==> src/design/fps_pkg.sv <==
// shared types, constants and tables for the fisheye pixel to sphere point block
`timescale 1ns / 1ps
`default_nettype none
package fps_pkg;

  localparam int MAX_DIM    = 2048;
  localparam int COORD_W    = $clog2(MAX_DIM);
  localparam int DELTA_W    = COORD_W + 1;
  localparam int R2_W       = 2 * COORD_W + 1;
  localparam int SQ_RAD_W   = 2 * ((R2_W + 17) / 2);
  localparam int ROOT_W     = SQ_RAD_W / 2;
  localparam int SQ_REM_W   = ROOT_W + 2;
  localparam int SQRT_STEPS = ROOT_W;

  localparam int FOCAL_W    = 20;
  localparam int RADIUS_W   = 16;
  localparam int ANGLE_W    = 15;
  localparam int CFG_IDX_W  = 3;
  localparam int CFG_DATA_W = 20;
  localparam int COLOR_W    = 8;
  localparam int POINT_W    = 17;

  localparam int THETA_STEPS = ANGLE_W;
  localparam int CORDIC_STEPS = 24;
  localparam int CXY_W = 34;
  localparam int CZ_W  = 33;

  localparam int DEN_W      = ROOT_W + 8;
  localparam int QUOT_STEPS = 18;
  localparam int PROD_W     = 51;
  localparam int MAG_W      = PROD_W + 1;

  localparam logic [FOCAL_W-1:0]  FOCAL_RESET  = 20'd43732;
  localparam logic [RADIUS_W-1:0] RADIUS_RESET = 16'd256;
  localparam logic [ANGLE_W-1:0]  ANGLE_RESET  = 15'd25736;

  localparam logic signed [CXY_W-1:0] CORDIC_GAIN = 34'sd652032874;
  localparam logic signed [CZ_W-1:0]  HALF_PI_Q30 = 33'sd1686629713;
  localparam logic [ANGLE_W-1:0]      THETA_MAX   = 15'd32767;
  localparam int                      COORD_LIMIT = 65535;

  typedef enum logic [CFG_IDX_W-1:0] {
    CFG_FOCAL  = 3'd0,
    CFG_RADIUS = 3'd1,
    CFG_ANGLE  = 3'd2,
    CFG_CROW   = 3'd3,
    CFG_CCOL   = 3'd4
  } cfg_idx_t;

  // per item side data that travels along the whole chain
  typedef struct packed {
    logic                      vld;
    logic [COLOR_W-1:0]        red;
    logic [COLOR_W-1:0]        green;
    logic [COLOR_W-1:0]        blue;
    logic signed [DELTA_W-1:0] drow;
    logic signed [DELTA_W-1:0] dcol;
    logic [ROOT_W-1:0]         rq;
    logic                      tovf;
    logic                      upper;
    logic signed [POINT_W-1:0] pz;
    logic                      neg_x;
    logic                      neg_y;
    logic                      ovf_x;
    logic                      ovf_y;
  } side_t;

  function automatic logic [29:0] atan_q30(input logic [4:0] i);
    logic [29:0] v;
    unique case (i)
      5'd0:  v = 30'd843314856;
      5'd1:  v = 30'd497837829;
      5'd2:  v = 30'd263043836;
      5'd3:  v = 30'd133525158;
      5'd4:  v = 30'd67021686;
      5'd5:  v = 30'd33543515;
      5'd6:  v = 30'd16775850;
      5'd7:  v = 30'd8388437;
      5'd8:  v = 30'd4194282;
      5'd9:  v = 30'd2097149;
      5'd10: v = 30'd1048575;
      5'd11: v = 30'd524287;
      5'd12: v = 30'd262143;
      5'd13: v = 30'd131071;
      5'd14: v = 30'd65535;
      5'd15: v = 30'd32767;
      5'd16: v = 30'd16383;
      5'd17: v = 30'd8191;
      5'd18: v = 30'd4095;
      5'd19: v = 30'd2047;
      5'd20: v = 30'd1023;
      5'd21: v = 30'd511;
      5'd22: v = 30'd255;
      5'd23: v = 30'd127;
      default: v = 30'd0;
    endcase
    return v;
  endfunction

endpackage
`default_nettype wire

==> src/design/fps_theta_cell.sv <==
// one quotient bit of the angle division r / k
`timescale 1ns / 1ps
`default_nettype none
module fps_theta_cell import fps_pkg::*; (
  input  logic               clk,
  input  logic               rst_n,
  input  logic               en,
  input  logic [FOCAL_W-1:0] focal,
  input  side_t              side_i,
  input  logic [FOCAL_W-1:0] rem_i,
  input  logic [ANGLE_W-1:0] num_i,
  input  logic [ANGLE_W-1:0] q_i,
  output side_t              side_o,
  output logic [FOCAL_W-1:0] rem_o,
  output logic [ANGLE_W-1:0] num_o,
  output logic [ANGLE_W-1:0] q_o
);
  side_t              side_r;
  logic [FOCAL_W-1:0] rem_r, rem_nxt;
  logic [ANGLE_W-1:0] num_r, q_r;
  logic [FOCAL_W:0]   cur;
  logic               ge;

  always_comb begin
    cur     = {rem_i, num_i[ANGLE_W-1]};
    ge      = cur >= {1'b0, focal};
    rem_nxt = ge ? FOCAL_W'(cur - {1'b0, focal}) : FOCAL_W'(cur);
  end

  always_ff @(posedge clk) begin
    if (!rst_n) begin
      side_r.vld <= 1'b0;
    end else if (en) begin
      side_r <= side_i;
      rem_r  <= rem_nxt;
      num_r  <= {num_i[ANGLE_W-2:0], 1'b0};
      q_r    <= {q_i[ANGLE_W-2:0], ge};
    end
  end

  assign side_o = side_r;
  assign rem_o  = rem_r;
  assign num_o  = num_r;
  assign q_o    = q_r;
endmodule
`default_nettype wire

==> config.mk <==
export PLATFORM = sky130hd
export DESIGN_NAME = fps_theta_cell
export DESIGN_NICKNAME = d
export VERILOG_FILES = /design/src/design/fps_pkg.sv /design/src/design/fps_theta_cell.sv
export SDC_FILE = /design/constraint.sdc
export NUM_CORES = 1
export LEC_CHECK = 0
export ABC_AREA = 1
export BUFFER_PORTS_ARGS = -buffer_cell sky130_fd_sc_hd__buf_2
export CAP_MARGIN = 20
export CORE_MARGIN = 1
export CORE_UTILIZATION = 41
export DETAILED_ROUTE_END_ITERATION = 12
export PLACE_DENSITY = 0.73
export SLEW_MARGIN = 30
export SYNTH_ARGS = -nofsm -noshare
export SYNTH_HDL_FRONTEND = slang
export SYNTH_SLANG_ARGS = --single-unit
==> constraint.sdc <==
create_clock -name clk -period 3.55 [get_ports clk]
set_clock_uncertainty 0.1 [all_clocks]
set_input_delay 0.5325 -clock clk [delete_from_list [all_inputs] [get_ports clk]]
set_output_delay 0.5325 -clock clk [all_outputs]
set_load 0.03 [all_outputs]
### After elaboration in Yosys (flattened, before gate mapping)

Index checks and enable logic that the tools add are counted.

* add/sub/neg operators: 1
* $lt $le $gt $ge: 1
* muxes and demuxes: 1
* reductions and logical operators: 1

Operators with widths (count)
* $ge A21 B20 Y1: 1
* $mux W20: 1
* $sub A20 B20 Y20: 1
* $reduce_and A2 Y1: 1

* register bits after elaboration: 141
* input port bits: 165
* output and inout bits: 142
* word-level logic and storage cells: 21

### Logic depth before layout (Yosys ltp)

* depth after elaboration: 2
* depth in mapped cells: 14
* gate-level depth less buffers: 13

### Least setup slack after synthesis

Ideal clock, no wire load.

* path kind: in2reg
* start point: in rst_n
* end point: reg num_r[10] (netlist: num_o[10]), enable pin
* arrival: 3.263 ns
* data required time: 2.957 ns
* path slack: -0.306 ns
* stages: 2
* buffers on the path: 0
* cell sequence: nand2_1 inv_1

* cells in the longest elaborated chain, start to end: 1

Ends and longest elaborated chain
* start, declared: RTL line fps_theta_cell.sv:6 `input logic rst_n,`
* $reduce_and A2 Y1 (no line)
* end signal, assigned: RTL line fps_theta_cell.sv:36 `num_r <= {num_i[ANGLE_W-2:0], 1'b0};`
* end, declared: RTL line fps_theta_cell.sv:20 `logic [ANGLE_W-1:0] num_r, q_r;`

Every way passes these cells.
A chain may end at the register's enable or synchronous reset.

### Final worst setup path

* start point: in focal[13]
* end point: reg rem_r[16] (netlist: rem_o[16]) (data pin)

* cells in the longest elaborated chain, start to end: 2

Ends and longest elaborated chain
* start, declared: RTL line fps_theta_cell.sv:8 `input logic [FOCAL_W-1:0] focal,`
* $sub A20 B20 Y20 / $ge A21 B20 Y1 (equally long branches): RTL line fps_theta_cell.sv:27, fps_theta_cell.sv:26
* $mux W20 (*): RTL line fps_theta_cell.sv:27 `rem_nxt = ge ? FOCAL_W'(cur - {1'b0, focal}) : FOCAL_W'(cur);`
* net rem_nxt[16]: RTL line fps_theta_cell.sv:19 `logic [FOCAL_W-1:0] rem_r, rem_nxt;`
* end signal, assigned: RTL line fps_theta_cell.sv:35 `rem_r <= rem_nxt;`
* end, declared: RTL line fps_theta_cell.sv:19

Mark *: on every way through the listed nets, which the timed path passes. The rest lies on a longest branch.

==> summary.md <==
| Metric | Value |
|---|---|
| Result of the run | completed |
| Initial DRT Pass Iterations | 4 |
| Combined global-route utilization of all metal layers | about a fifth |
| Final TNS setup | 0 ns |
| Total die area | between 0.01 and 0.015 mm² |
| Post-CTS clock slew at the launch and capture registers of the worst setup and hold paths | 0.06 ns |
| Startpoint-to-endpoint class of the critical path | in -> reg |
| XOR/XNOR share of the synthesized area | 1.47% |
| Cell types with the largest area share after synthesis | edfxtp_1, nand2_1, inv_1 |
| Final min period | around 2.1 ns |
| Dpl hpwl | 12,500 µm |
| Critical path launch point type | input port |
| Worst Tran Pin Value | about 0.8 ns |
| First-pass GRT wire length | around 23,000 µm |
| Number of gates resized after CTS | 0 |
| Biggest area consumer among synthesized cells | edfxtp_1 |
| Number of enable flip-flop cells after synthesis | 140 |
| Fin crit share | 59.9% |
| Average wire per cell in the routed design | roughly 16 µm |
| Layout overhead on the synthesized area | 39.5% |
| Count of unique library cells instantiated by Yosys | 31 |
| Routed via count divided by cell count | 4.55 |
| Maximum number of pins on one net before global-route repair | 48 |
| Fillers | 1,209 |
| Final count of negative-setup-slack endpoints | 0 |
| R2R depth | 2 |
| Multiplexer share of the synthesized area | 0% |
| Final worst slack | 1.42 ns |
| Post-CTS Hold Fix Bufs | 0 |
| Warning count from the yosys run | 0 |
| Number of global-route vias before repair | around 4,300 |
| Worst hold margin | between 0.15 and 0.2 ns |
| Post-synthesis average cell area | 12.4 µm² |
| Post-synthesis adder-cell area fraction | under 10% |
| Max clock buf depth | 2 |
| Die height | roughly 120 µm |
| Yosys top cell area share | around 71% |
| Placer Congestion | ~0.9 |
| Minimum setup slack among reg-to-reg paths | 2.84 ns |
| Fraction of final layout cells with drive strength greater than 1 | roughly 45% |
| Worst flop-to-flop path endpoint | side_o[91]$_SDFFE_PN0P_ |
| Top cells by instance count after synthesis | edfxtp_1, nand2_1, inv_1, nand3_1, nor2_1 |
| Endpoint with the worst hold slack | q_o[6]$_DFFE_PP_ |
| Endpoint arrival time on the critical path | 2.19 ns |
| Max-slew headroom | a little under half |
| Fraction of synthesis flops using an asynchronous set or reset pin | 0% |
| Reg-to-reg critical path startpoint | side_o[91]$_SDFFE_PN0P_ |
| Clock tree from TritonCTS | done |
| Number of setup buffers added after CTS | 0 |
| Number of design rule violations left after detail routing | 0 |
| Cell with the most instances after synthesis | edfxtp_1 |
| Largest family of logic cells by synthesized area | simple AND/OR/NAND/NOR gates |
| Number of antenna violations at the first check in global routing | 2 |
| Post-Synthesis Net Count | roughly 670 |
| Top-Level Pins | slightly above 300 |
| Number of DRC markers in iteration 0 | around 170 |
| Nature of the critical path endpoint | register |
| Critical path origin | focal[13] |
| Peak ir drop on the vdd network | 0.283 mV |
| DRT Wirelength | roughly 16,000 µm |
| Root Buffer | clkbuf_16 |
| Lkg Pwr | just under 0.004 µW |
| Final count of pins violating max slew | 0 |
| Port Buf Inserts | around 300 |
| Clock Sinks | around 140 |
| Antenna viol nets, final | 0 |
| Proportion of synthesized chip area in sequential cells | 71.0% |
| Fraction of the mapped netlist area in compound gates | about 1.9% |
| Hold Startpoint | q_i[5] |
| RSZ-0062 raised after global routing | no |
| Inserted Clock Buffers | 17 |
| Initial core utilization | around 43% |
| Synthesized area | between 0.005 and 0.006 mm² |
| Crit Path Max Fanout | 24 |
| H-Tree Level Count | 4 |
| Total number of vias | 4,542 |
| Hold Path Cell Cnt | 1 |
| Most used flip-flop cell after synthesis | edfxtp_1 |
| # Max-Cap Violations | 0 |
| Critical Path RT | between 3 and 4 ns |
| Placement Rows | 43 |
| Post-synthesis simple-gate area fraction | between 10% and 20% |
| Maximum clock rate | about 0.47 GHz |
| Final hold viol count | 0 |
| Final layout net count | about 1,000 |
| Placeable Area | 0.0140 mm² |
| Skew-Pair Late Insertion Delay | a little over 0.4 ns |
| Areal power density over the cells | roughly 550 mW/mm² |
| Die width | approximately 120 µm |
| Number of synthesized register bits | 141 |
| Global route overflow | 0 |
| Worst min-delay path class | in -> reg |
| Post-Place Setup Slack | between 1 and 1.5 ns |
| Synth Instances | roughly 480 |
[placed cells by master (no fill, tap or decap), drive strengths merged, types with 5 or more instances in the layout]
master,n
buf,308
nand2,148
edfxtp,140
inv,75
nand3,29
nor2,27
ha,20
clkbuf,17
a21oi,15
xor2,9
clkinv,5
[worst max path at each step]
stage | cells after the start | end
floorplan | 2 | num_o[10]$_DFFE_PP_
global placement | 14 | rem_o[13]$_DFFE_PP_
detailed placement | 14 | rem_o[16]$_DFFE_PP_
CTS | 14 | rem_o[16]$_DFFE_PP_
global route | 14 | rem_o[15]$_DFFE_PP_
finish | 14 | rem_o[16]$_DFFE_PP_
[registers in the layout, indices dropped and copies added, names as in the netlist]
signal	count
rem_o	20
side_o	92
q_o	15
num_o	14
[routing by layer]
metal	vias to the layer above	global-route usage, %	wire [µm]
met3	17	7.20	1340
li1	2263	-	-
met2	163	39.3	8630
met1	2097	22.1	5840
met5	-	0	11
met4	2	7.09	193
[logic make-up after synthesis]
group                      after synthesis
and+or+nand+nor                        212
DFF                                    141
buffers and inverters                   75
AOI/OAI and AO/OA                       21
adders and majority gates               21
xor gates and xnor gates                10
other                                    1
[report_power, final]
part | total [µW] | internal, µW | switching [µW]
Sequential | 2000 | 1980 | 27.3
Combinational | 781 | 245 | 536
Clock | 1750 | 1040 | 704
Total | 4530 | 3270 | 1270
[area by class of cell]
cell class / instances / area (µm²) / area share, %
clock buffers: 17 / 425 / 5.13
repair buffers: 308 / 1580 / 19.0
inverters: 71 / 275 / 3.32
clock inverters: 15 / 161 / 1.95
flip-flops and latches: 141 / 4220 / 50.9
multi-input cells: 265 / 1410 / 16.9
well taps: 180 / 225 / 2.71
diodes: 1 / 2.50 / 0.0302
[per-stage QoR]
stage	total power, µW	std cells	utilization (%)	area, µm²
2_1_floorplan	2550	481	-	5950
3_3_place_gp	2800	965	55.1	7710
3_5_place_dp	2820	965	55.1	7710
4_1_cts	4580	997	59.3	8290
5_1_grt	4720	998	59.3	8300
6_report	4530	998	59.3	8300
[critical path, stage by stage]
cell	delay, ns
buf_2	0.07
inv_1	0.05
ha_1	0.36
nand2_1	0.13
nor2_1	0.18
nand2_1	0.10
nor2_1	0.12
nand2_1	0.06
nand2_1	0.07
nor2_2	0.06
nand2_8	0.18
inv_6	0.12
nand2_1	0.09
nand2_1	0.06
Note: power is estimated with default switching activity, not from simulation.
