## config.mk

```make
export PLATFORM = sky130hd
export DESIGN_NAME = fps_quot_cell
export DESIGN_NICKNAME = d
export VERILOG_FILES = /design/src/design/fps_pkg.sv /design/src/design/fps_quot_cell.sv
export SDC_FILE = /design/constraint.sdc
export NUM_CORES = 1
export LEC_CHECK = 0
export BUFFER_PORTS_ARGS = -buffer_cell sky130_fd_sc_hd__buf_2
export CELL_PAD_IN_SITES_DETAIL_PLACEMENT = 0
export CELL_PAD_IN_SITES_GLOBAL_PLACEMENT = 1
export CORE_MARGIN = 2
export CORE_UTILIZATION = 33
export CTS_CLUSTER_DIAMETER = 200
export DETAILED_ROUTE_END_ITERATION = 10
export GPL_TIMING_DRIVEN = 0
export PLACE_DENSITY_LB_ADDON = 0.1
export SYNTH_ARGS = -nofsm -noshare
export SYNTH_HDL_FRONTEND = slang
export SYNTH_SLANG_ARGS = --single-unit
```

## constraint.sdc

```tcl
create_clock -name clk -period 6.35 [get_ports clk]
set_input_delay 0.635 -clock clk [delete_from_list [all_inputs] [get_ports clk]]
set_output_delay 0.635 -clock clk [all_outputs]
set_load 0.01 [all_outputs]
```

## src/design/fps_pkg.sv

```systemverilog
// shared types, constants and tables for the fisheye pixel to sphere point block
`timescale 1ns / 1ps
`default_nettype none
package fps_pkg;

  localparam int MAX_DIM    = 2048;
  localparam int COORD_W    = $clog2(MAX_DIM);
  localparam int DELTA_W    = COORD_W + 1;
  localparam int R2_W       = 2 * COORD_W + 1;
  localparam int SQ_RAD_W   = 2 * ((R2_W + 17) / 2);
  localparam int ROOT_W     = SQ_RAD_W / 2;
  localparam int SQ_REM_W   = ROOT_W + 2;
  localparam int SQRT_STEPS = ROOT_W;

  localparam int FOCAL_W    = 20;
  localparam int RADIUS_W   = 16;
  localparam int ANGLE_W    = 15;
  localparam int CFG_IDX_W  = 3;
  localparam int CFG_DATA_W = 20;
  localparam int COLOR_W    = 8;
  localparam int POINT_W    = 17;

  localparam int THETA_STEPS = ANGLE_W;
  localparam int CORDIC_STEPS = 24;
  localparam int CXY_W = 34;
  localparam int CZ_W  = 33;

  localparam int DEN_W      = ROOT_W + 8;
  localparam int QUOT_STEPS = 18;
  localparam int PROD_W     = 51;
  localparam int MAG_W      = PROD_W + 1;

  localparam logic [FOCAL_W-1:0]  FOCAL_RESET  = 20'd43732;
  localparam logic [RADIUS_W-1:0] RADIUS_RESET = 16'd256;
  localparam logic [ANGLE_W-1:0]  ANGLE_RESET  = 15'd25736;

  localparam logic signed [CXY_W-1:0] CORDIC_GAIN = 34'sd652032874;
  localparam logic signed [CZ_W-1:0]  HALF_PI_Q30 = 33'sd1686629713;
  localparam logic [ANGLE_W-1:0]      THETA_MAX   = 15'd32767;
  localparam int                      COORD_LIMIT = 65535;

  typedef enum logic [CFG_IDX_W-1:0] {
    CFG_FOCAL  = 3'd0,
    CFG_RADIUS = 3'd1,
    CFG_ANGLE  = 3'd2,
    CFG_CROW   = 3'd3,
    CFG_CCOL   = 3'd4
  } cfg_idx_t;

  // per item side data that travels along the whole chain
  typedef struct packed {
    logic                      vld;
    logic [COLOR_W-1:0]        red;
    logic [COLOR_W-1:0]        green;
    logic [COLOR_W-1:0]        blue;
    logic signed [DELTA_W-1:0] drow;
    logic signed [DELTA_W-1:0] dcol;
    logic [ROOT_W-1:0]         rq;
    logic                      tovf;
    logic                      upper;
    logic signed [POINT_W-1:0] pz;
    logic                      neg_x;
    logic                      neg_y;
    logic                      ovf_x;
    logic                      ovf_y;
  } side_t;

  function automatic logic [29:0] atan_q30(input logic [4:0] i);
    logic [29:0] v;
    unique case (i)
      5'd0:  v = 30'd843314856;
      5'd1:  v = 30'd497837829;
      5'd2:  v = 30'd263043836;
      5'd3:  v = 30'd133525158;
      5'd4:  v = 30'd67021686;
      5'd5:  v = 30'd33543515;
      5'd6:  v = 30'd16775850;
      5'd7:  v = 30'd8388437;
      5'd8:  v = 30'd4194282;
      5'd9:  v = 30'd2097149;
      5'd10: v = 30'd1048575;
      5'd11: v = 30'd524287;
      5'd12: v = 30'd262143;
      5'd13: v = 30'd131071;
      5'd14: v = 30'd65535;
      5'd15: v = 30'd32767;
      5'd16: v = 30'd16383;
      5'd17: v = 30'd8191;
      5'd18: v = 30'd4095;
      5'd19: v = 30'd2047;
      5'd20: v = 30'd1023;
      5'd21: v = 30'd511;
      5'd22: v = 30'd255;
      5'd23: v = 30'd127;
      default: v = 30'd0;
    endcase
    return v;
  endfunction

endpackage
`default_nettype wire

```

## src/design/fps_quot_cell.sv

```systemverilog
// one quotient bit of the rounded x and y divisions, both lanes
`timescale 1ns / 1ps
`default_nettype none
module fps_quot_cell import fps_pkg::*; (
  input  logic                  clk,
  input  logic                  rst_n,
  input  logic                  en,
  input  side_t                 side_i,
  input  logic [DEN_W-1:0]      rem_x_i,
  input  logic [DEN_W-1:0]      rem_y_i,
  input  logic [QUOT_STEPS-1:0] num_x_i,
  input  logic [QUOT_STEPS-1:0] num_y_i,
  input  logic [QUOT_STEPS-1:0] q_x_i,
  input  logic [QUOT_STEPS-1:0] q_y_i,
  output side_t                 side_o,
  output logic [DEN_W-1:0]      rem_x_o,
  output logic [DEN_W-1:0]      rem_y_o,
  output logic [QUOT_STEPS-1:0] num_x_o,
  output logic [QUOT_STEPS-1:0] num_y_o,
  output logic [QUOT_STEPS-1:0] q_x_o,
  output logic [QUOT_STEPS-1:0] q_y_o
);
  side_t                 side_r;
  logic [DEN_W-1:0]      rem_x_r, rem_y_r, rem_x_nxt, rem_y_nxt, den;
  logic [QUOT_STEPS-1:0] num_x_r, num_y_r, q_x_r, q_y_r;
  logic [DEN_W:0]        cur_x, cur_y;
  logic                  ge_x, ge_y;

  always_comb begin
    den       = {side_i.rq, 8'b0};
    cur_x     = {rem_x_i, num_x_i[QUOT_STEPS-1]};
    cur_y     = {rem_y_i, num_y_i[QUOT_STEPS-1]};
    ge_x      = cur_x >= {1'b0, den};
    ge_y      = cur_y >= {1'b0, den};
    rem_x_nxt = ge_x ? DEN_W'(cur_x - {1'b0, den}) : DEN_W'(cur_x);
    rem_y_nxt = ge_y ? DEN_W'(cur_y - {1'b0, den}) : DEN_W'(cur_y);
  end

  always_ff @(posedge clk) begin
    if (!rst_n) begin
      side_r.vld <= 1'b0;
    end else if (en) begin
      side_r  <= side_i;
      rem_x_r <= rem_x_nxt;
      rem_y_r <= rem_y_nxt;
      num_x_r <= {num_x_i[QUOT_STEPS-2:0], 1'b0};
      num_y_r <= {num_y_i[QUOT_STEPS-2:0], 1'b0};
      q_x_r   <= {q_x_i[QUOT_STEPS-2:0], ge_x};
      q_y_r   <= {q_y_i[QUOT_STEPS-2:0], ge_y};
    end
  end

  assign side_o  = side_r;
  assign rem_x_o = rem_x_r;
  assign rem_y_o = rem_y_r;
  assign num_x_o = num_x_r;
  assign num_y_o = num_y_r;
  assign q_x_o   = q_x_r;
  assign q_y_o   = q_y_r;
endmodule
`default_nettype wire

```

# --- After elaboration in Yosys (flattened, before gate mapping) ---
# Cells that the tools add are included.
totals:
  in_bits: 223
  output_inout_bits: 220
  elab_cells: 27
  regBits: 218
classes:
  muxes: 2
  add_sub_neg: 2
  n_lt_le_gt_ge: 2
  n_reduce_logical: 1
ops:
  columns: ["cell", "n"]
  rows:
  - ["29-bit by 28-bit greater-or-equal comparator with 1-bit output", 2]
  - ["28-bit two-way mux", 2]
  - ["28-bit subtractor", 2]
  - ["2-bit AND reduction", 1]

# --- Longest topological paths before layout ---
depth:
  ltp_word: 2
  mapped_depth: 11
  ltp_nobuf: 9

# --- Least setup slack after synthesis ---
# OpenSTA, ideal clock, no wires.
synth_timing:
  kind: "input to register"
  start: "input en"
  end: "register num_x_r[10] (netlist: num_x_o[10]), enable pin"
  path_slack_ns: 0.195
  n_path_buf: 0
  setup_ns: 0.603
  t_required_ns: 5.747
  arrival_time_ns: 5.552
  cell_stages: 1
  path_cell_list: "and2_1"
synth_between:
  elab_chain_len: 1
synth_lines:
  columns: ["element", "line_no", "source"]
  rows:
  - ["start, declared", "fps_quot_cell.sv:7", "input logic en,"]
  - ["2-bit AND reduction (no source line)", null, null]
  - ["end signal, assigned", "fps_quot_cell.sv:46", "num_x_r <= {num_x_i[QUOT_STEPS-2:0], 1'b0};"]
  - ["end, declared", "fps_quot_cell.sv:25", "logic [QUOT_STEPS-1:0] num_x_r, num_y_r, q_x_r, q_y_r;"]
# Every way passes these cells.
# A chain may end at the register's enable or synchronous reset.

# --- Final worst setup path ---
layout_timing:
  start: "input side_i[34] (netlist bit)"
  end: "register rem_x_r[18] (netlist: rem_x_o[18]), data pin"
layout_between:
  elab_chain_len: 2
layout_lines:
  columns: ["element", "line_no", "source"]
  rows:
  - ["start, declared", "fps_quot_cell.sv:8", "input side_t side_i,"]
  - ["29-bit by 28-bit greater-or-equal comparator with 1-bit output", "fps_quot_cell.sv:33", "ge_x = cur_x >= {1'b0, den};"]
  - ["net ge_x", "fps_quot_cell.sv:27", "logic ge_x, ge_y;"]
  - ["28-bit two-way mux", "fps_quot_cell.sv:35", "rem_x_nxt = ge_x ? DEN_W'(cur_x - {1'b0, den}) : DEN_W'(cur_x);"]
  - ["net rem_x_nxt[18]", "fps_quot_cell.sv:24", "logic [DEN_W-1:0] rem_x_r, rem_y_r, rem_x_nxt, rem_y_nxt, den;"]
  - ["end signal, assigned", "fps_quot_cell.sv:44", "rem_x_r <= rem_x_nxt;"]
  - ["end, declared", "fps_quot_cell.sv:24", null]
# The timed path passes the listed nets, and every way through them passes these cells.

==> impl_metrics.tcl <==
set metrics [dict create \
    vdd_drop_max_v 0.0001632 \
    syn_avg_cell_area_um2 14.85 \
    clock_power_share_pct 35.5 \
    fin_nets 1383 \
    run_status "finished clean" \
    max_slew_margin_pct 40.95 \
    cts_tree "yes" \
    nFillCells 2716 \
    hold_class "input port to flop" \
    setup_violations 0 \
    die_h_um 174.9 \
    cts_max_level 1 \
    grt_usage_pct 19.02 \
    final_common_cell "buf_2" \
    fp.dieArea_mm2 0.03059 \
    seq_area_mm2 0.006536 \
    p_switching_w 0.0009530 \
    antenna_found_initial 2 \
    drt_iter0_markers 395 \
    routed_via_density 4.689 \
    dr.pass1.iters 4 \
    swShare_pct 26.06 \
    ios 443 \
    vias 7137 \
    fin_skew_ns 0 \
    worstPathRequired_ns 6.62 \
    mostFrequentLayoutCells "buf_2 (440), edfxtp_1 (217), ha_1 (40), a21oi_1 (38), inv_1 (29)" \
    ys.flop_type "edfxtp_1" \
    cp_max_fo 10 \
    chipWidth_um 174.9 \
    synth-seq-cells 218 \
    postCtsSetupRepairBufs 0 \
    cts_sinks 218 \
    hold_viol 0 \
    drc 0 \
    mappedNetlistArea_mm2 0.009638 \
    finalMaxSlewViolations 0 \
    synth_cell_types 72 \
    ys.warnings.count 0 \
    initial_core_util_pct 33.58 \
    leakage_nw 5.603 \
    io_buffers 438 \
    dpl_worst_slack_ns 2.791 \
    startpoint "side_i[34]" \
    maxCapViolCount 0 \
    arrival_ns 3.27 \
    grt_pass1_vias 6969 \
    reg2reg_from "side_o[91]$_SDFFE_PN0P_" \
    r2r_slack_ns 5.76 \
    seq_power_share_pct 47.4 \
    cp-start-kind "input port" \
    worst_slack_ns 3.352 \
    p_per_area_mw_per_mm2 278.6 \
    grt_pass1_wl_um 44190 \
    hold_buffers 0 \
    drt-total-wl_um 30120 \
    stdcell_count 1522 \
    endpoint_kind "flop" \
    post_cts_resized 0 \
    drive_above_1_share_pct 46.04 \
    clk_pin_slew_ns 0.06 \
    synthCells 649 \
    ant_nets 0 \
    ys_seq_area_share_pct 67.82 \
    crit_slowest_cell "o21ai_1" \
    worstSetupPathType "input port to flop" \
    gp_congestion 0.8211 \
    num_rows 62 \
    core_area_mm2 0.02870 \
    fmax_ghz 0.3336 \
    grt-ovfl-total 0 \
    combPwrFrac_pct 17.1 \
    clockBufferDepth 3 \
    cp_slowest_stage_delay_ns 0.36 \
    rsz0062_at_grt "false" \
    clockRootBuffer "clkbuf_16" \
    dp.cells 1475 \
    worstHoldStart "q_y_i[14]" \
    synth_edf_count 217 \
    cellInternalPower_w 0.002704 \
    ys_async_sr_fraction_pct 0 \
    cp_cell_sequence "buf_2 > inv_1 > ha_1 > clkbuf_1 > nand4_1 > nor4_1 > a31oi_1 > o21ai_1 > nor2_4 > inv_2 > buf_6 > mux2_2" \
    utilization_pct 45.74 \
    cts_buffers 25 \
    tns_ns 0 \
    hpwl_um 24060 \
    tightest_slew_ns 0.8819 \
    clk_latency_ns 0.51 \
    multiInputGateArea_mm2 0.002882 \
    grt_max_degree 64 \
    period_needed_ns 2.998 \
    syn_to_final_growth_pct 36.22 \
    fin_crit_sh_pct 47.21 \
    wl_per_cell_um 19.79 \
]
==> critical path, delay by kind of cell <==
kind | cells | cell delay, ns
adder cells (fa/ha/maj) | 1 | 0.29
buffers and inverters | 5 | 0.79
multiplexers | 1 | 0.35
AO/OA/AOI/OAI | 2 | 0.49
AND/OR/NAND/NOR | 3 | 0.70
==> final cells by class <==
| class | instances | area share, % |
|---|---|---|
| Multi-Input combinational cell | 384 | 21.95 |
| Clock buffer | 29 | 4.879 |
| Inverter | 31 | 0.9244 |
| Buffer | 17 | 0.8005 |
| Timing Repair Buffer | 441 | 17.33 |
| Antenna cell | 2 | 0.03812 |
| Clock inverter | 16 | 0.6385 |
| Sequential cell | 218 | 49.79 |
| Tap cell | 384 | 3.660 |
==> power by group through the flow <==
stage / clock network, W / registers, W / logic (W)
after floorplan: 0 / 0.00184 / 0.000290
after global placement: 0 / 0.00178 / 0.000623
after detailed placement: 0 / 0.00177 / 0.000629
after CTS: 0.00133 / 0.00174 / 0.000633
after global routing: 0.00139 / 0.00174 / 0.000688
final: 0.00130 / 0.00174 / 0.000624
==> flip-flops by register name, indices dropped and copies added, names as in the netlist <==
| signal | cells |
|---|---|
| rem_x_o | 28 |
| q_y_o | 18 |
| q_x_o | 18 |
| num_y_o | 17 |
| rem_y_o | 28 |
| side_o | 92 |
| num_x_o | 17 |
==> cell usage after synthesis, types with 7 or more instances <==
library cell  count  area (µm²)
o21ai_0          18       90.09
mux2i_1           7       70.07
nor3_1           14       70.07
edfxtp_1        217        6516
mux2_4            7       105.1
a211oi_1         11       82.58
nand3_1          16       80.08
xnor2_1          14       122.6
and3_1            8       50.05
a21o_1           18       135.1
nand2b_1          7       43.79
o211ai_1          9       67.56
o31ai_1           7       52.55
nand2_1          25       93.84
clkbuf_1         10       37.54
nor2_1           25       93.84
xor2_1            7       61.31
o21a_1            8       60.06
mux2_2           14       157.7
inv_1            29       108.9
a21oi_1          38       190.2
ha_1             40       500.5
==> through the flow <==
stage	total power (W)	cell area [µm²]	hold slack, ns
2_1_floorplan	0.002132	9642	0.5383
3_3_place_gp	0.002405	12310	0.5019
3_5_place_dp	0.002395	12400	0.5053
4_1_cts	0.003704	13120	0.2589
5_1_grt	0.003820	13130	0.2598
6_report	0.003657	13130	0.2819
==> logic make-up after synthesis <==
group	share of synthesized area (%)
other cells	0.03891
mux	3.687
buf+inv	2.350
flops	67.82
fa+ha+maj	5.608
xor+xnor	1.908
compound gates	11.03
simple gates	7.556
==> metal layers <==
layer | share of wire, % | up-vias | wire [µm] | GRT usage [%]
met5 | 0 | - | 0 | 0
met3 | 6.6 | 37 | 1997 | 4.460
li1 | - | 3486 | - | -
met1 | 40 | 3390 | 12060 | 22.65
met4 | 2.1 | 0 | 631 | 4.757
met2 | 51 | 224 | 15440 | 34.54
==> final timing paths <==
path	endpoint	cells past startpoint
worst max-delay path	rem_x_o[18]$_DFFE_PP_	12
worst min-delay path	q_y_o[15]$_DFFE_PP_	1
worst min register to register	side_o[91]$_SDFFE_PN0P_	2
worst max register to register	side_o[91]$_SDFFE_PN0P_	2
(Power assumes the default switching activity.)
