[config.mk]
export PLATFORM = sky130hd
export DESIGN_NAME = fps_sqrt_cell
export DESIGN_NICKNAME = d
export VERILOG_FILES = /design/src/design/fps_pkg.sv /design/src/design/fps_sqrt_cell.sv
export SDC_FILE = /design/constraint.sdc
export NUM_CORES = 1
export LEC_CHECK = 0
export ABC_AREA = 1
export ABC_CLOCK_PERIOD_IN_PS = 10800
export BUFFER_PORTS_ARGS = -buffer_cell sky130_fd_sc_hd__buf_2
export CAP_MARGIN = 40
export CORE_MARGIN = 10
export CORE_UTILIZATION = 25
export DETAILED_ROUTE_END_ITERATION = 12
export PLACE_DENSITY_LB_ADDON = 0.08
export SYNTH_ARGS = -nofsm -noshare
export SYNTH_HDL_FRONTEND = slang
export SYNTH_SLANG_ARGS = --single-unit
[constraint.sdc]
create_clock -name clk -period 10.8 [get_ports clk]
set_input_delay 0.54 -clock clk [delete_from_list [all_inputs] [get_ports clk]]
set_output_delay 0.54 -clock clk [all_outputs]
set_load 0.005 [all_outputs]
[src/design/fps_pkg.sv]
// shared types, constants and tables for the fisheye pixel to sphere point block
`timescale 1ns / 1ps
`default_nettype none
package fps_pkg;

  localparam int MAX_DIM    = 2048;
  localparam int COORD_W    = $clog2(MAX_DIM);
  localparam int DELTA_W    = COORD_W + 1;
  localparam int R2_W       = 2 * COORD_W + 1;
  localparam int SQ_RAD_W   = 2 * ((R2_W + 17) / 2);
  localparam int ROOT_W     = SQ_RAD_W / 2;
  localparam int SQ_REM_W   = ROOT_W + 2;
  localparam int SQRT_STEPS = ROOT_W;

  localparam int FOCAL_W    = 20;
  localparam int RADIUS_W   = 16;
  localparam int ANGLE_W    = 15;
  localparam int CFG_IDX_W  = 3;
  localparam int CFG_DATA_W = 20;
  localparam int COLOR_W    = 8;
  localparam int POINT_W    = 17;

  localparam int THETA_STEPS = ANGLE_W;
  localparam int CORDIC_STEPS = 24;
  localparam int CXY_W = 34;
  localparam int CZ_W  = 33;

  localparam int DEN_W      = ROOT_W + 8;
  localparam int QUOT_STEPS = 18;
  localparam int PROD_W     = 51;
  localparam int MAG_W      = PROD_W + 1;

  localparam logic [FOCAL_W-1:0]  FOCAL_RESET  = 20'd43732;
  localparam logic [RADIUS_W-1:0] RADIUS_RESET = 16'd256;
  localparam logic [ANGLE_W-1:0]  ANGLE_RESET  = 15'd25736;

  localparam logic signed [CXY_W-1:0] CORDIC_GAIN = 34'sd652032874;
  localparam logic signed [CZ_W-1:0]  HALF_PI_Q30 = 33'sd1686629713;
  localparam logic [ANGLE_W-1:0]      THETA_MAX   = 15'd32767;
  localparam int                      COORD_LIMIT = 65535;

  typedef enum logic [CFG_IDX_W-1:0] {
    CFG_FOCAL  = 3'd0,
    CFG_RADIUS = 3'd1,
    CFG_ANGLE  = 3'd2,
    CFG_CROW   = 3'd3,
    CFG_CCOL   = 3'd4
  } cfg_idx_t;

  // per item side data that travels along the whole chain
  typedef struct packed {
    logic                      vld;
    logic [COLOR_W-1:0]        red;
    logic [COLOR_W-1:0]        green;
    logic [COLOR_W-1:0]        blue;
    logic signed [DELTA_W-1:0] drow;
    logic signed [DELTA_W-1:0] dcol;
    logic [ROOT_W-1:0]         rq;
    logic                      tovf;
    logic                      upper;
    logic signed [POINT_W-1:0] pz;
    logic                      neg_x;
    logic                      neg_y;
    logic                      ovf_x;
    logic                      ovf_y;
  } side_t;

  function automatic logic [29:0] atan_q30(input logic [4:0] i);
    logic [29:0] v;
    unique case (i)
      5'd0:  v = 30'd843314856;
      5'd1:  v = 30'd497837829;
      5'd2:  v = 30'd263043836;
      5'd3:  v = 30'd133525158;
      5'd4:  v = 30'd67021686;
      5'd5:  v = 30'd33543515;
      5'd6:  v = 30'd16775850;
      5'd7:  v = 30'd8388437;
      5'd8:  v = 30'd4194282;
      5'd9:  v = 30'd2097149;
      5'd10: v = 30'd1048575;
      5'd11: v = 30'd524287;
      5'd12: v = 30'd262143;
      5'd13: v = 30'd131071;
      5'd14: v = 30'd65535;
      5'd15: v = 30'd32767;
      5'd16: v = 30'd16383;
      5'd17: v = 30'd8191;
      5'd18: v = 30'd4095;
      5'd19: v = 30'd2047;
      5'd20: v = 30'd1023;
      5'd21: v = 30'd511;
      5'd22: v = 30'd255;
      5'd23: v = 30'd127;
      default: v = 30'd0;
    endcase
    return v;
  endfunction

endpackage
`default_nettype wire

[src/design/fps_sqrt_cell.sv]
// one digit step of the pipelined integer square root
`timescale 1ns / 1ps
`default_nettype none
module fps_sqrt_cell import fps_pkg::*; (
  input  logic                clk,
  input  logic                rst_n,
  input  logic                en,
  input  side_t               side_i,
  input  logic [SQ_REM_W-1:0] rem_i,
  input  logic [ROOT_W-1:0]   root_i,
  input  logic [SQ_RAD_W-1:0] rad_i,
  output side_t               side_o,
  output logic [SQ_REM_W-1:0] rem_o,
  output logic [ROOT_W-1:0]   root_o,
  output logic [SQ_RAD_W-1:0] rad_o
);
  side_t               side_r;
  logic [SQ_REM_W-1:0] rem_r, rem_nxt;
  logic [ROOT_W-1:0]   root_r, root_nxt;
  logic [SQ_RAD_W-1:0] rad_r;
  logic [SQ_REM_W+1:0] cur, trial;

  always_comb begin
    cur   = {rem_i, rad_i[SQ_RAD_W-1 -: 2]};
    trial = {2'b00, root_i, 2'b01};
    if (cur >= trial) begin
      rem_nxt  = SQ_REM_W'(cur - trial);
      root_nxt = {root_i[ROOT_W-2:0], 1'b1};
    end else begin
      rem_nxt  = SQ_REM_W'(cur);
      root_nxt = {root_i[ROOT_W-2:0], 1'b0};
    end
  end

  always_ff @(posedge clk) begin
    if (!rst_n) begin
      side_r.vld <= 1'b0;
    end else if (en) begin
      side_r <= side_i;
      rem_r  <= rem_nxt;
      root_r <= root_nxt;
      rad_r  <= {rad_i[SQ_RAD_W-3:0], 2'b00};
    end
  end

  assign side_o = side_r;
  assign rem_o  = rem_r;
  assign root_o = root_r;
  assign rad_o  = rad_r;
endmodule
`default_nettype wire

Yosys cells after proc, flatten, opt, wreduce, memory -nomap -nowiden
Cells that the tools add are included.
{"block": "totals", "ff_bits": 172, "latch_bits": 0, "ram_bits": 0, "rom_bits": 0, "inputBits": 177, "elab_cells": 22, "n_memories": 0}
{"block": "op_classes", "n_addsub": 1, "n_mul": 0, "div": 0, "magnitude_cmp": 1, "eq_ne": 0, "shifts": 0, "mux": 2, "bitwise_logic": 0, "reduce_logical": 1}
{"op": "$ge 24x22->1", "n": 1}
{"op": "$mux 22", "n": 1}
{"op": "$sub 22x22->22", "n": 1}
{"op": "$reduce_and 2->1", "n": 1}
{"op": "$mux 1", "n": 1}

Depth between registers and ports, before layout
Gate-level depths: netlist of run 1.
{"block": "depth", "ltp_word": 2, "mapped_depth": 14, "ltp_nobuf": 13}

Worst setup path after synthesis of run 1
Ideal clock, no wire load.
{"block": "synth_path", "kind": "input-to-reg", "startpoint": "input rst_n", "endpoint": "register rad_r[10] (netlist: rad_o[10]) (enable)", "setup_ns": 0.523, "arrival_ns": 3.862, "required_time_ns": 10.277, "setup_slack_ns": 6.415, "path_stages": 2, "cell_sequence": "nand2_1 inv_1"}
{"block": "synth_via", "elab_chain_cells": 1}
{"element": "start, declared", "line": "fps_sqrt_cell.sv:6", "source": "input logic rst_n,"}
{"element": "$reduce_and 2->1 (no source line)"}
{"element": "end signal, assigned", "line": "fps_sqrt_cell.sv:42", "source": "rad_r <= {rad_i[SQ_RAD_W-3:0], 2'b00};"}
{"element": "end, declared", "line": "fps_sqrt_cell.sv:20", "source": "logic [SQ_RAD_W-1:0] rad_r;"}
Every way passes these cells.
A chain may end at the register's enable or synchronous reset.

Worst setup path in the final report of run 1
{"block": "layout_path", "startpoint": "input root_i[9]", "endpoint": "register rem_r[9] (netlist: rem_o[9]) (data pin)"}
{"block": "layout_via", "elab_chain_cells": 2}
{"element": "start, declared", "line": "fps_sqrt_cell.sv:10", "source": "input logic [ROOT_W-1:0] root_i,"}
{"element": "$ge 24x22->1", "line": "fps_sqrt_cell.sv:26", "source": "if (cur >= trial) begin"}
{"element": "$mux 22", "line": "fps_sqrt_cell.sv:26"}
{"element": "named net rem_nxt[9]", "line": "fps_sqrt_cell.sv:18", "source": "logic [SQ_REM_W-1:0] rem_r, rem_nxt;"}
{"element": "end signal, assigned", "line": "fps_sqrt_cell.sv:40", "source": "rem_r <= rem_nxt;"}
{"element": "end, declared", "line": "fps_sqrt_cell.sv:18"}
The timed path passes the listed nets, and every way through them passes these cells.

==> results of run 1 <==
-- registers in the layout, indices dropped and copies added (netlist names) --
name and count:
rem_o 22, rad_o 38, side_o 92, root_o 20
-- metrics by stage --
step / cells / setup WS [ns] / cell area [um2]
2_1_floorplan: 589 / 6.41 / 7220
3_3_place_gp: 1313 / 7.72 / 9380
3_5_place_dp: 1315 / 7.71 / 9440
4_1_cts: 1346 / 8.16 / 10000
5_1_grt: 1347 / 8.00 / 10000
6_report: 1349 / 8.25 / 10100
-- logic make-up after synthesis --
kind of cell | after synthesis
compound gates | 29
xor+xnor | 9
fa+ha+maj | 22
buf+inv | 108
flops | 172
other cells | 1
simple gates | 247
-- cell usage after synthesis, drive strengths merged --
| cell type | n | area, um2 |
|---|---|---|
| buf | 6 | 60.1 |
| ha | 22 | 275 |
| nand3b | 5 | 37.5 |
| or2 | 2 | 12.5 |
| xnor2 | 1 | 8.76 |
| clkbuf | 3 | 12.5 |
| nand4 | 17 | 121 |
| edfxtp | 171 | 5130 |
| nand2 | 162 | 623 |
| conb | 1 | 3.75 |
| inv | 99 | 372 |
| xor2 | 8 | 70.1 |
| nor2 | 28 | 123 |
| a21oi | 15 | 78.8 |
| dfxtp | 1 | 20.0 |
| o21bai | 2 | 15.0 |
| nor3 | 3 | 15.0 |
| and2 | 2 | 15.0 |
| nand3 | 28 | 140 |
| o21ai | 12 | 78.8 |
-- layout make-up --
type	instances	share of cell area
well taps	384	0.0478
diodes	3	0.000747
inverters	99	0.0375
clock inverters	14	0.0183
repair buffers	351	0.179
flip-flops and latches	172	0.513
multi-input cells	309	0.161
clock buffers	17	0.0423
-- placed cells by master (no fill, tap or decap), drive strengths merged, types with 8 or more instances in the layout --
cell type,Yosys,layout
xor2,8,8
a21oi,15,15
o21ai,12,12
nand3,28,28
buf,6,351
nand2,162,162
edfxtp,171,171
nor2,28,28
clkbuf,3,17
ha,22,22
inv,99,104
nand4,17,17
-- power by group through the flow --
| stage | Combinational, mW | Clock (mW) | Sequential [mW] |
|---|---|---|---|
| finish | 0.219 | 0.642 | 0.800 |
| detailed placement | 0.226 | 0 | 0.815 |
| global route | 0.249 | 0.694 | 0.805 |
| global placement | 0.224 | 0 | 0.816 |
| floorplan | 0.0962 | 0 | 0.828 |
| CTS | 0.228 | 0.667 | 0.801 |
-- worst max path at each step --
stage	startpoint	endpoint	slack (ns)
finish	root_i[9]	rem_o[9]	8.25
floorplan	rst_n	rad_o[10]	6.41
detailed placement	root_i[9]	rem_o[20]	7.71
global route	root_i[9]	rem_o[12]	8.00
global placement	root_i[9]	rem_o[13]	7.72
CTS	root_i[9]	rem_o[20]	8.16
-- per-layer routing --
layer / share of wire / track usage / routed length, um / vias to the layer above
met4: 0.0066 / 0.0314 / 170 / 0
met1: 0.37 / 0.145 / 9440 / 2439
met5: 0 / 0 / 0 / -
met3: 0.097 / 0.0535 / 2480 / 11
li1: - / - / - / 2702
met2: 0.53 / 0.250 / 13500 / 208
==> impl_metrics.py, run 1 <==
metrics = {
    "outcome": {
        "status": "completed",
    },
    "detailed_routing": {
        "drt_iter0_markers": 285,
        "vias": 5360,
        "antenna_left": 0,
        "first_pass_iters": 5,
        "wl_um": 25600,
        "vias_per_cell": 3.97,
        "drc": 0,
        "post_drt_wl_per_cell_um": 19.0,
    },
    "critical_path": {
        "critPathMostFrequentCell": "nand2_1",
        "cp.depth": 11,
        "worst-path-buf-inv": 2,
        "cp_slowest_cell": "nand4_4",
        "reg2reg_depth": 2,
        "cp_data_arrival_time_ns": 2.71,
        "setup.worst_path.start_class": "primary input",
        "critical-path-top-delay-family": "simple AND/OR/NAND/NOR gates",
        "required_ns": 10.96,
        "r2r-end": "side_o[91]",
        "regToRegStartpoint": "side_o[91]",
        "crit_path_end_kind": "flop",
        "crit_chain": "buf_2, inv_1, ha_1, nand2_2, nor2_4, nand2_1, nor2_1, nand2_1, nand4_4, nand2_1, o21ai_1",
        "ff2ff_setup_slack_ns": 10.18,
        "crit_type": "primary input to flop",
        "max_stage_delay_ns": 0.54,
        "critPathMaxFanout": 33,
    },
    "timing": {
        "rsz0062_at_grt": "no",
        "min_period_ns": 2.55,
        "drv_slew": 0,
        "holdWs_ns": 0.283,
        "post-route-period-util": 0.236,
        "setup-tns-final_ns": 0,
        "fin_worst_skew_ns": 0,
        "hold_viol": 0,
        "setup_viol": 0,
        "worstMarginPinSlew_ns": 0.574,
        "maxSlewHeadroom": 0.616,
        "fmax_mhz": 393,
    },
    "worst_hold_path": {
        "hold_class": "primary input to flop",
        "hold_end": "side_o[88]",
        "min_from": "side_i[88]",
        "hold_depth": 1,
    },
    "global_route": {
        "grt_use_total": 0.137,
        "grt_pass1_vias": 5414,
        "grt_max_degree": 92,
        "grt_overflow": 0,
        "grt_pass1_wl_um": 36300,
        "antenna_found_initial": 2,
    },
    "synthesis": {
        "synth.avg_cell_area_um2": 12.3,
        "synthCells": 588,
        "synth-compound-area-share": 0.0239,
        "ys_ff_latch": 172,
        "yosysWarnings": 0,
        "seq_area_frac_synth": 0.714,
        "synth-xor-area-share": 0.0109,
        "synth_fa_ha_area_frac": 0.0381,
        "syn_area_um2": 7220,
        "synth_mux_area_frac": 0,
        "synthDistinctLibCells": 33,
        "synth_simple_gate_area_share": 0.151,
        "synth_top_family_by_area": "simple AND/OR/NAND/NOR gates",
    },
    "final_layout": {
        "final-seq-area_um2": 5150,
        "fillCellCount": 2975,
        "multi_input_area_um2": 1620,
        "fin_util": 0.351,
        "syn2layout_area_growth_pct": 39.3,
        "finalNetCount": 1149,
        "drive_gt1_frac": 0.418,
    },
    "pwr": {
        "switching_share": 0.247,
        "clkPwrFrac": 0.386,
        "totalPowerFinal_mw": 1.66,
        "power-per-cell-area_nw_per_um2": 165,
        "intPower_mw": 1.25,
        "p_sw_uw": 411,
        "peakVddDrop_uv": 75.5,
        "comb_power_share": 0.132,
        "leakage_nw": 4.66,
        "seqPwrFrac": 0.482,
    },
    "cts": {
        "cts_setup_buffers": 0,
        "numCtsBuffers": 17,
        "cts_buffer_depth": 2,
        "clock_latency_ns": 0.43,
        "post_cts_resize_count": 0,
        "cts_tree": "yes",
        "clkSinkCount": 172,
        "hold_buffers": 0,
        "clkSlewWorstSetupHoldPaths_ns": 0.07,
        "ctsHtreeMaxLevel": 4,
        "cts-root-buf": "clkbuf_16",
    },
    "place": {
        "gp_congestion": 0.806,
        "portBuffers": 348,
        "hpwl_um": 21000,
    },
    "floorplan": {
        "start_util": 0.252,
        "dieArea_um2": 36100,
        "rows": 62,
        "die_w_um": 190,
        "core_um2": 28600,
        "die_h_um": 190,
        "io_pins": 351,
    },
    "job": {
        "maxCapViolations": 0,
    },
}
Power figures use the tool's default switching activity.
==> run 2, diff against run 1 <==
Settings changed: ABC_CLOCK_PERIOD_IN_PS 10800 to 2400.
Clock period 10.8 ns to 2.4 ns, I/O delays scaled along.
==> impl_metrics.py, run 2 (synthesized netlist as in run 1, its figures left out) <==
metrics = {
    "critical_path": {
        "critPathMaxFanout": 18,
        "reg2reg_depth": 3,
        "crit_type": "primary input to flop",
        "r2r-end": "side_o[91]",
        "setup.worst_path.start_class": "primary input",
        "ff2ff_setup_slack_ns": 1.22,
        "regToRegStartpoint": "side_o[91]",
        "required_ns": 2.58,
        "crit_path_end_kind": "flop",
        "cp_data_arrival_time_ns": 2.29,
    },
    "detailed_routing": {
        "drt_iter0_markers": 243,
        "wl_um": 27600,
        "first_pass_iters": 4,
        "post_drt_wl_per_cell_um": 18.3,
        "antenna_left": 0,
        "vias": 5973,
        "vias_per_cell": 3.97,
        "drc": 0,
    },
    "worst_hold_path": {
        "hold_class": "primary input to flop",
        "min_from": "rem_i[14]",
        "hold_end": "rem_o[16]",
        "hold_depth": 3,
    },
    "final_layout": {
        "largest_reg_flops": 92,
        "syn2layout_area_growth_pct": 60.7,
        "fin_util": 0.405,
        "fin_cells": 1503,
        "drive_gt1_frac": 0.364,
        "diodes": 0,
        "final_common_cell": "buf_2",
        "final_cell_mix": "348 x buf_2, 171 x edfxtp_1, 155 x nand2_1",
        "finalNetCount": 1305,
    },
    "cts": {
        "cts_tree": "yes",
        "cts_buffer_depth": 2,
        "numCtsBuffers": 17,
        "clock_latency_ns": 0.43,
        "clkSlewWorstSetupHoldPaths_ns": 0.07,
        "clkSinkCount": 172,
        "ctsHtreeMaxLevel": 4,
        "post_cts_resize_count": 0,
        "cts-root-buf": "clkbuf_16",
    },
    "global_route": {
        "antenna_found_initial": 0,
        "grt_pass1_vias": 6276,
        "grt_max_degree": 113,
        "grt_pass1_wl_um": 40400,
        "grt_overflow": 0,
        "grt_use_total": 0.149,
    },
    "timing": {
        "fin_worst_skew_ns": 0,
        "hold_viol": 0,
        "post-route-period-util": 0.879,
        "setup-tns-final_ns": 0,
        "min_period_ns": 2.11,
        "worstMarginPinSlew_ns": 0.629,
        "fmax_mhz": 474,
        "rsz0062_at_grt": "no",
        "setup_viol": 0,
        "holdWs_ns": 0.0279,
        "maxSlewHeadroom": 0.580,
        "drv_slew": 0,
    },
    "floorplan": {
        "dieArea_um2": 36100,
        "core_um2": 28600,
        "die_w_um": 190,
        "die_h_um": 190,
        "io_pins": 351,
        "rows": 62,
        "start_util": 0.252,
    },
    "place": {
        "gp_congestion": 0.819,
        "hpwl_um": 21800,
        "portBuffers": 348,
        "post-place-cells": 1319,
    },
    "pwr": {
        "power-per-cell-area_nw_per_um2": 661,
        "leakage_nw": 5.30,
        "peakVddDrop_uv": 440,
        "totalPowerFinal_mw": 7.67,
    },
    "job": {
        "maxCapViolations": 0,
    },
    "outcome": {
        "status": "completed",
    },
}
==> run 2: report_power, final <==
part	switching, mW	internal [mW]
combinational	0.631	0.577
clock	1.28	1.58
sequential	0.0492	3.56
==> run 2: cell type report <==
class,instances,area (um2)
fill,2838,17000
sequential,172,5150
timing repair buffer,507,3340
multi-input combinational,309,1640
tap,384,480
clock buffer,17,425
inverter,99,375
clock inverter,15,184
==> run 2: per-layer routing <==
| metal | GRT usage | vias up | part of all wire |
|---|---|---|---|
| met3 | 0.0452 | 16 | 0.077 |
| li1 | - | 3018 | - |
| met1 | 0.169 | 2734 | 0.39 |
| met5 | 0 | - | 0 |
| met4 | 0.0382 | 0 | 0.014 |
| met2 | 0.268 | 205 | 0.52 |
==> run 2: repair_timing <==
action,4_1_cts,5_1_grt
hold endpoints to repair,151,0
setup buffers,0,0
hold buffers,152,0
setup endpoints to repair,0,0
==> run 2: worst max path at each step <==
stage / startpoint / end / slack, ns / cells after the start
6_report: root_i[9] / rem_o[9] / 0.29 / 13
5_1_grt: root_i[9] / rem_o[9] / 0.05 / 13
4_1_cts: root_i[9] / rem_o[9] / 0.27 / 13
3_5_place_dp: root_i[9] / rem_o[9] / 0.35 / 12
3_3_place_gp: root_i[15] / rem_o[17] / 0.40 / 12
2_1_floorplan: rst_n / rad_o[10] / -0.68 / 2
==> run 2: stage by stage <==
stage	area, um2	worst slack [ns]
floorplan	7240	-0.684
global placement	9470	0.402
detailed placement	9470	0.345
CTS	11600	0.269
global route	11600	0.0456
finish	11600	0.291
==> run 2: critical path, cell delays in order <==
cell           delay, ns
dlygate4sd3_1       0.52
buf_2               0.18
inv_1               0.07
ha_1                0.33
a21oi_1             0.21
nand2_1             0.10
nand2_1             0.10
nand2_1             0.06
nand2_1             0.11
nand4_4             0.09
buf_4               0.23
nand2_1             0.10
o21ai_1             0.06
